--- src/rtl/swm_pkg.sv ---
// ----------------------------------------------------------------------------
// swm_pkg: shared types for the sliding window median block
// Sample type and the status bundle that the sequencer hands to the top level.
// ----------------------------------------------------------------------------
package swm_pkg;

  localparam int SampleW = 32;
  localparam int CfgW    = 6;

  typedef logic signed [SampleW-1:0] sample_t;
  typedef logic [CfgW-1:0]           cfg_t;

  // sequencer status toward the top level
  typedef struct packed {
    logic busy;  // a beat is being merged
    logic done;  // pass finished this cycle
    logic hit;   // pass finished with a full window
  } swm_stat_t;

endpackage

--- src/rtl/swm_bank.sv ---
// ----------------------------------------------------------------------------
// swm_bank: one bank of window storage
// Single write port, single read port with registered read data.
// ----------------------------------------------------------------------------
module swm_bank #(
  parameter int DEPTH = 32,
  parameter int AW    = 5,
  parameter int W     = 37
) (
  input  logic          clk,
  input  logic          we,
  input  logic [AW-1:0] waddr,
  input  logic [W-1:0]  wdata,
  input  logic          re,
  input  logic [AW-1:0] raddr,
  output logic [W-1:0]  rdata
);

  logic [W-1:0] mem [DEPTH];
  logic [W-1:0] rdata_r;

  // write port
  always_ff @(posedge clk) begin
    if (we) begin
      mem[waddr] <= wdata;
    end
  end

  // read port, data held until the next read
  always_ff @(posedge clk) begin
    if (re) begin
      rdata_r <= mem[raddr];
    end
  end

  assign rdata = rdata_r;

endmodule

--- src/rtl/swm_seq.sv ---
// ----------------------------------------------------------------------------
// swm_seq: merge sequencer for the sorted window
// Walks the sorted entries of one bank, ages and drops them, slots the new
// sample in with one shared signed compare, and writes the other bank.
// ----------------------------------------------------------------------------
module swm_seq #(
  parameter int WINDOW_MAX = 32,
  parameter int AW         = 5,
  parameter int CW         = 6
) (
  input  logic                clk,
  input  logic                rst_n,
  input  logic                go,
  input  swm_pkg::sample_t    sample,
  input  logic                clear,
  input  logic [CW-1:0]       eff_w,
  input  logic                ack,
  output swm_pkg::swm_stat_t  stat,
  output swm_pkg::sample_t    median
);
  import swm_pkg::*;

  localparam int EntW = SampleW + AW;
  localparam int KW   = (CW > AW + 1) ? CW : AW + 1;

  localparam logic [2:0] S_IDLE = 3'd0;
  localparam logic [2:0] S_RD   = 3'd1;
  localparam logic [2:0] S_EV   = 3'd2;
  localparam logic [2:0] S_FIN  = 3'd3;

  logic [2:0]    state_r, state_nxt;
  logic [CW-1:0] rd_idx_r, rd_idx_nxt;
  logic [CW-1:0] wr_idx_r, wr_idx_nxt;
  logic [CW-1:0] fill_r, fill_nxt;
  logic [CW-1:0] w_r, w_nxt;
  logic          ins_r, ins_nxt;
  logic          sel_r, sel_nxt;
  sample_t       samp_r, samp_nxt;
  sample_t       med_r, med_nxt;

  logic            we;
  logic [EntW-1:0] wdata;
  logic            re;
  logic [EntW-1:0] rdata0, rdata1, rdata;
  sample_t         ent_val;
  logic [AW-1:0]   ent_age;
  logic [AW:0]     age1;
  logic            keep;
  logic            gt;
  logic [CW-1:0]   mid;
  logic            full;

  // two banks, read one and write the other
  swm_bank #(.DEPTH(WINDOW_MAX), .AW(AW), .W(EntW)) u_bank0 (
    .clk(clk), .we(we && sel_r), .waddr(wr_idx_r[AW-1:0]), .wdata(wdata),
    .re(re && !sel_r), .raddr(rd_idx_r[AW-1:0]), .rdata(rdata0)
  );
  swm_bank #(.DEPTH(WINDOW_MAX), .AW(AW), .W(EntW)) u_bank1 (
    .clk(clk), .we(we && !sel_r), .waddr(wr_idx_r[AW-1:0]), .wdata(wdata),
    .re(re && sel_r), .raddr(rd_idx_r[AW-1:0]), .rdata(rdata1)
  );

  assign rdata   = sel_r ? rdata1 : rdata0;
  assign ent_val = sample_t'(rdata[EntW-1:AW]);
  assign ent_age = rdata[AW-1:0];
  assign age1    = {1'b0, ent_age} + {{AW{1'b0}}, 1'b1};
  assign keep    = KW'(age1) < KW'(w_r);
  // shared compare unit
  assign gt      = ent_val > samp_r;
  assign mid     = (w_r - {{(CW-1){1'b0}}, 1'b1}) >> 1;
  assign full    = (w_r != '0) && (wr_idx_r == w_r);

  // sequencer
  always_comb begin
    state_nxt  = state_r;
    rd_idx_nxt = rd_idx_r;
    wr_idx_nxt = wr_idx_r;
    fill_nxt   = fill_r;
    w_nxt      = w_r;
    ins_nxt    = ins_r;
    sel_nxt    = sel_r;
    samp_nxt   = samp_r;
    med_nxt    = med_r;
    we         = 1'b0;
    wdata      = {samp_r, {AW{1'b0}}};
    re         = 1'b0;
    stat       = '{busy: 1'b1, done: 1'b0, hit: 1'b0};
    unique case (state_r)
      S_IDLE: begin
        stat.busy = 1'b0;
        if (go) begin
          samp_nxt   = sample;
          w_nxt      = eff_w;
          rd_idx_nxt = '0;
          wr_idx_nxt = '0;
          ins_nxt    = 1'b0;
          if (clear) begin
            fill_nxt = '0;
          end
          state_nxt = (eff_w == '0) ? S_FIN : S_RD;
        end
      end
      S_RD: begin
        if (rd_idx_r < fill_r) begin
          re        = 1'b1;
          state_nxt = S_EV;
        end else begin
          if (!ins_r) begin
            we         = 1'b1;
            ins_nxt    = 1'b1;
            wr_idx_nxt = wr_idx_r + {{(CW-1){1'b0}}, 1'b1};
            if (wr_idx_r == mid) begin
              med_nxt = samp_r;
            end
          end
          state_nxt = S_FIN;
        end
      end
      S_EV: begin
        if (keep && !ins_r && gt) begin
          // sample goes ahead of this entry; revisit the entry next cycle
          we         = 1'b1;
          ins_nxt    = 1'b1;
          wr_idx_nxt = wr_idx_r + {{(CW-1){1'b0}}, 1'b1};
          if (wr_idx_r == mid) begin
            med_nxt = samp_r;
          end
        end else if (keep) begin
          we         = 1'b1;
          wdata      = {ent_val, age1[AW-1:0]};
          wr_idx_nxt = wr_idx_r + {{(CW-1){1'b0}}, 1'b1};
          rd_idx_nxt = rd_idx_r + {{(CW-1){1'b0}}, 1'b1};
          if (wr_idx_r == mid) begin
            med_nxt = ent_val;
          end
          state_nxt = S_RD;
        end else begin
          // drop an expired entry
          rd_idx_nxt = rd_idx_r + {{(CW-1){1'b0}}, 1'b1};
          state_nxt  = S_RD;
        end
      end
      S_FIN: begin
        if (!full || ack) begin
          stat.done = 1'b1;
          stat.hit  = full;
          fill_nxt  = wr_idx_r;
          sel_nxt   = !sel_r;
          state_nxt = S_IDLE;
        end
      end
      default: begin
        state_nxt = S_IDLE;
      end
    endcase
  end

  // control state
  always_ff @(posedge clk) begin
    if (!rst_n) begin
      state_r <= S_IDLE;
      fill_r  <= '0;
      sel_r   <= 1'b0;
      ins_r   <= 1'b0;
      rd_idx_r <= '0;
      wr_idx_r <= '0;
    end else begin
      state_r  <= state_nxt;
      fill_r   <= fill_nxt;
      sel_r    <= sel_nxt;
      ins_r    <= ins_nxt;
      rd_idx_r <= rd_idx_nxt;
      wr_idx_r <= wr_idx_nxt;
    end
  end

  // payload
  always_ff @(posedge clk) begin
    w_r    <= w_nxt;
    samp_r <= samp_nxt;
    med_r  <= med_nxt;
  end

  assign median = med_r;

  // an entry is evaluated only if it lies below the fill level
  a_ev_in_range: assert property (@(posedge clk) disable iff (!rst_n)
    (state_r == S_EV) |-> (rd_idx_r < fill_r))
    else $error("swm_seq: evaluating entry beyond fill level");

  // writes never run ahead of reads by more than the inserted sample
  a_wr_behind_rd: assert property (@(posedge clk) disable iff (!rst_n)
    ({1'b0, wr_idx_r} <= ({1'b0, rd_idx_r} + {{CW{1'b0}}, ins_r})))
    else $error("swm_seq: write index overtook read index");

  // a pass with a nonzero window always places the sample
  a_fin_inserted: assert property (@(posedge clk) disable iff (!rst_n)
    (state_r == S_FIN) |-> (ins_r || (w_r == '0)))
    else $error("swm_seq: pass finished without inserting the sample");

endmodule

--- src/rtl/sliding_window_median_top.sv ---
// Pass: an accepted beat starts a merge pass that reads and evaluates the entries
//   held before it; a kept entry is seen again when the sample goes ahead of it.
//   A pass with a full window holds its finish while the result side stalls.
// Throughput: one beat per merge pass (one shared signed compare); the next beat
//   is taken only once the previous pass has finished, also for a zero window.
// Reset: window_size returns to 3 and the window empties; memory is not cleared.
// ----------------------------------------------------------------------------
// sliding_window_median_top: running lower median filter
// Keeps the last min(window_size,WINDOW_MAX) samples sorted; gives the lower median.
// ----------------------------------------------------------------------------
module sliding_window_median_top #(
  parameter int WINDOW_MAX = 32
) (
  input  logic              clk,
  input  logic              rst_n,
  input  logic              in_valid,
  output logic              in_stall,
  input  swm_pkg::sample_t  in_sample,
  input  logic              in_start_req,
  output logic              out_valid,
  input  logic              out_stall,
  output swm_pkg::sample_t  out_median,
  input  logic              cfg_wr_en,
  input  swm_pkg::cfg_t     cfg_wr_data
);
  import swm_pkg::*;

  localparam int AW = (WINDOW_MAX > 1) ? $clog2(WINDOW_MAX) : 1;
  localparam int CW = $clog2(WINDOW_MAX + 1);
  localparam int EW = (CW > CfgW) ? CW : CfgW;

  cfg_t          window_size_r;
  logic [CW-1:0] eff_w;
  logic          go;
  logic          ack;
  swm_stat_t     stat;
  sample_t       median;
  logic          out_valid_r;
  sample_t       out_median_r;

  // configuration register
  always_ff @(posedge clk) begin
    if (!rst_n) begin
      window_size_r <= CfgW'(3);
    end else if (cfg_wr_en) begin
      window_size_r <= cfg_wr_data;
    end
  end

  // clamp the window to the storage depth
  assign eff_w = (EW'(window_size_r) > EW'(WINDOW_MAX)) ? CW'(WINDOW_MAX)
                                                       : CW'(window_size_r);

  assign in_stall = stat.busy;
  assign go       = in_valid && !stat.busy;
  assign ack      = !out_valid_r || !out_stall;

  swm_seq #(.WINDOW_MAX(WINDOW_MAX), .AW(AW), .CW(CW)) u_seq (
    .clk(clk), .rst_n(rst_n), .go(go), .sample(in_sample),
    .clear(in_start_req), .eff_w(eff_w), .ack(ack), .stat(stat), .median(median)
  );

  // output register
  always_ff @(posedge clk) begin
    if (!rst_n) begin
      out_valid_r <= 1'b0;
    end else if (stat.done && stat.hit) begin
      out_valid_r <= 1'b1;
    end else if (!out_stall) begin
      out_valid_r <= 1'b0;
    end
  end

  always_ff @(posedge clk) begin
    if (stat.done && stat.hit) begin
      out_median_r <= median;
    end
  end

  assign out_valid  = out_valid_r;
  assign out_median = out_median_r;

  // a result is loaded only into a free or draining output register
  a_no_overwrite: assert property (@(posedge clk) disable iff (!rst_n)
    (stat.done && stat.hit) |-> (!out_valid_r || !out_stall))
    else $error("top: result overwrote a waiting beat");

  // an accepted input beat starts a pass, so the sequencer turns busy
  a_go_idle: assert property (@(posedge clk) disable iff (!rst_n)
    go |=> stat.busy)
    else $error("top: accepted beat did not start a pass");

  // pass completion never coincides with a new beat
  a_done_no_go: assert property (@(posedge clk) disable iff (!rst_n)
    stat.done |-> !go)
    else $error("top: beat accepted during pass completion");

endmodule
--- config.mk ---
export PLATFORM = sky130hd
export DESIGN_NAME = sliding_window_median_top
export DESIGN_NICKNAME = d
export VERILOG_FILES = /design/src/rtl/swm_pkg.sv /design/src/rtl/swm_bank.sv /design/src/rtl/swm_seq.sv /design/src/rtl/sliding_window_median_top.sv
export SDC_FILE = /design/constraint.sdc
export NUM_CORES = 2
export LEC_CHECK = 0
export BUFFER_PORTS_ARGS = -buffer_cell sky130_fd_sc_hd__buf_2
export CAP_MARGIN = 40
export CORE_MARGIN = 1
export CORE_UTILIZATION = 57
export DETAILED_ROUTE_END_ITERATION = 10
export PLACE_DENSITY = 0.74
export SYNTH_ARGS = -nofsm -noshare
export SYNTH_HDL_FRONTEND = slang
export SYNTH_SLANG_ARGS = --single-unit
--- constraint.sdc ---
create_clock -name clk -period 7.65 [get_ports clk]
set_input_delay 0 -clock clk [delete_from_list [all_inputs] [get_ports clk]]
set_output_delay 0 -clock clk [all_outputs]
set_load 0.005 [all_outputs]
==> impl_metrics.toml <==
[logic_synthesis]
ys.flop_type = "edfxtp_1"
synthSimpleGateAreaFrac_pct = 1.19
synthAdderAreaFrac_pct = 0.677
synth_area_leaders = "edfxtp_1, mux4_2, mux2_2, ha_1, dfxtp_1"
syn-num-nets = 4277
synth_cell_types = 63
synth.largest_area_cell = "edfxtp_1"
ys_warn_count = 0
synth_area_sq_um = 99900
synth_top_family_by_area = "multiplexers"
synth-edff-count = 2544
syn-mean-instance-area_sq_um = 23.9
ys_seq_elements = 2573
syn_inst = 4179
synth_compound_area_share_pct = 0.668
seq_area_frac_synth_pct = 77.1
synthXorXnorAreaFrac_pct = 0.140
yosysTopAreaCellShare_pct = 76.5
synthMuxAreaShare_pct = 19.1
async_flop_share_pct = 0

[placed_design]
post_dp_cell_area_sq_um = 105000
io_buffers = 77
hpwl_um = 133000
place_congestion = 0.903
pre_cts_ws_ns = 2.47
place_inst = 6551

[finish]
synthToLayoutAreaGrowth_pct = 13.4
layout.nets = 4648
final_layout_size_suffix_gt1_share_pct = 33.9
final_area_sq_um = 113000
stdcell_count = 7079

[floorplan]
num_rows = 153
dieArea_sq_um = 177000
fp.coreArea_sq_um = 174000
fp.dieH_um = 421
fp.dieW_um = 421
boundaryPins = 78
start_util_pct = 57.4

[sta]
fin_ws_ns = 2.28
hold_viol = 0
drv_slew = 0
setup_viol = 0
max_slew_margin_pct = 35.4
timing.hold.ws_ns = 0.135
worst_pin_slew_ns = 0.961
tns_ns = 0
clock.fmax_mhz = 186
fin_crit_sh_pct = 70.2
clock_skew_ns = 0.0482
rsz0062_at_grt = "no"
finalCriticalPeriod_ns = 5.37

[drt]
dr.pass1.iters = 6
viasPerCell = 6.81
ant_nets = 0
avgRoutedWirePerCell_um = 35.5
drtIter0Drc = 7643
vias = 48200
drc = 0
routed_wl_um = 251000

[worst_setup_path]
cp_max_fo = 36
cp_data_arrival_time_ns = 5.96
critPathKind = "flip-flop to flip-flop"
endpoint_kind = "flip-flop"
cp.required_ns = 8.24
cp-start-kind = "flip-flop"

[grt]
grt_overflow = 0
antenna_found_initial = 3
grt_pass1_wl_um = 355000
track_usage_pct = 28.9
grt_pass1_vias = 48100
grt_max_degree = 118

[power]
power.density_nw_per_um2 = 279
ir_drop_mv = 0.289
leakage_nw = 34.4

[clock_tree]
clock_path_buffers = 3
numCtsBuffers = 235
h-tree-depth = 4
clock_latency_ns = 0.89
path_clk_slew_ns = 0.07
cts_tree = "yes"
cts_root_buffer = "clkbuf_16"
clkSinkCount = 2573

[status]
status = "finished clean"

[worst_hold_path]
hp-class = "primary input to flip-flop"

[flow_run]
cap_violations = 0
[cell usage after synthesis, drive strengths merged, types with 24 or more instances]
cell,instances
nand2,34
dfxtp,29
edfxtp,2544
nor2,33
buf,100
a21oi,24
inv,57
ha,54
mux4,740
nor4,34
clkbuf,117
mux2,200
nand3,25
[cell usage in the layout (no fill, tap or decap), drive strengths merged, types with 33 or more instances in the layout]
| master | netlist | layout |
|---|---|---|
| buf | 100 | 265 |
| inv | 57 | 61 |
| clkbuf | 117 | 295 |
| nor4 | 34 | 34 |
| mux4 | 740 | 740 |
| dlygate4sd3 | 0 | 86 |
| nand2 | 34 | 34 |
| nor2 | 33 | 33 |
| mux2 | 200 | 200 |
| ha | 54 | 54 |
| edfxtp | 2544 | 2544 |
| clkinv | 0 | 120 |
[registers in the layout, summed over array words and instances (netlist names)]
register             flops
u_seq.wr_idx_r           6
u_seq.u_bank1.rdata     37
u_seq.ins_r              1
out_valid                1
u_seq.u_bank0.rdata     37
u_seq.sel_r              1
u_seq.state_r            2
u_seq.rd_idx_r           6
out_median              32
u_seq.u_bank0.mem     1184
u_seq.w_r                6
u_seq.fill_r             6
u_seq.samp_r            32
u_seq.median            32
window_size_r            6
u_seq.u_bank1.mem     1184
[final cells by class]
type	count	area (sq um)
Sequential cell	2573	77000
Fill cell	10600	60800
Multi-Input combinational cell	1332	22200
Clock buffer	295	6230
Timing Repair Buffer	351	3660
Tap cell	2325	2910
Clock inverter	144	1030
Inverter	57	214
Antenna cell	2	5.00
[what timing repair did]
action                                 CTS  global route
hold buffers                            86             0
resized for setup                        0             0
endpoints found under the hold margin   87             0
buffers inserted                         0             0
[worst max-delay path, cell delays in order, from the launching register on]
cell	delay, ns
dfxtp_2	0.72
buf_4	0.48
mux2_2	0.46
ha_1	0.36
nand4_1	0.18
nor4_1	0.71
a21oi_1	0.21
nand2_1	0.12
a211o_2	0.17
nand3_4	0.55
mux2_2	0.77
buf_16	0.27
[cells by family after synthesis]
family                     Yosys count
and+or+nand+nor                    215
adders and majority gates           54
AOI/OAI and AO/OA                   96
DFF                               2573
buffers and inverters              274
xor gates and xnor gates            16
muxes                              951
[per-stage QoR]
stage	util [%]	total power, W
CTS	65.0	0.0316
detailed placement	60.4	0.0206
global route	65.0	0.0324
finish	65.1	0.0316
global placement	59.7	0.0202
floorplan	-	0.0191
[routing by layer]
layer  up-vias  routed length [um]  track usage [%]
met3       470               27300             5.89
li1      18700                   -                -
met2      3272              122000             46.1
met5         -                   0            0.111
met1     25800               92300             40.0
met4         0                9810             10.7
[worst paths after layout]
kind              slack (ns)                        to  depth (start not counted)             start
hold reg to reg         0.48            out_median[29]                          0  u_seq.median[29]
setup / recovery        2.28  u_seq.u_bank1.mem[6][14]                         11       u_seq.sel_r
setup reg to reg        2.28  u_seq.u_bank1.mem[6][14]                         11       u_seq.sel_r
hold / removal          0.14         u_seq.rd_idx_r[3]                          4             rst_n
[power breakdown]
part | internal [W] | switching [W]
Combinational | 0.00132 | 0.00214
Sequential | 0.0166 | 0.000319
Clock | 0.00617 | 0.00502
Power figures use the tool's default switching activity.
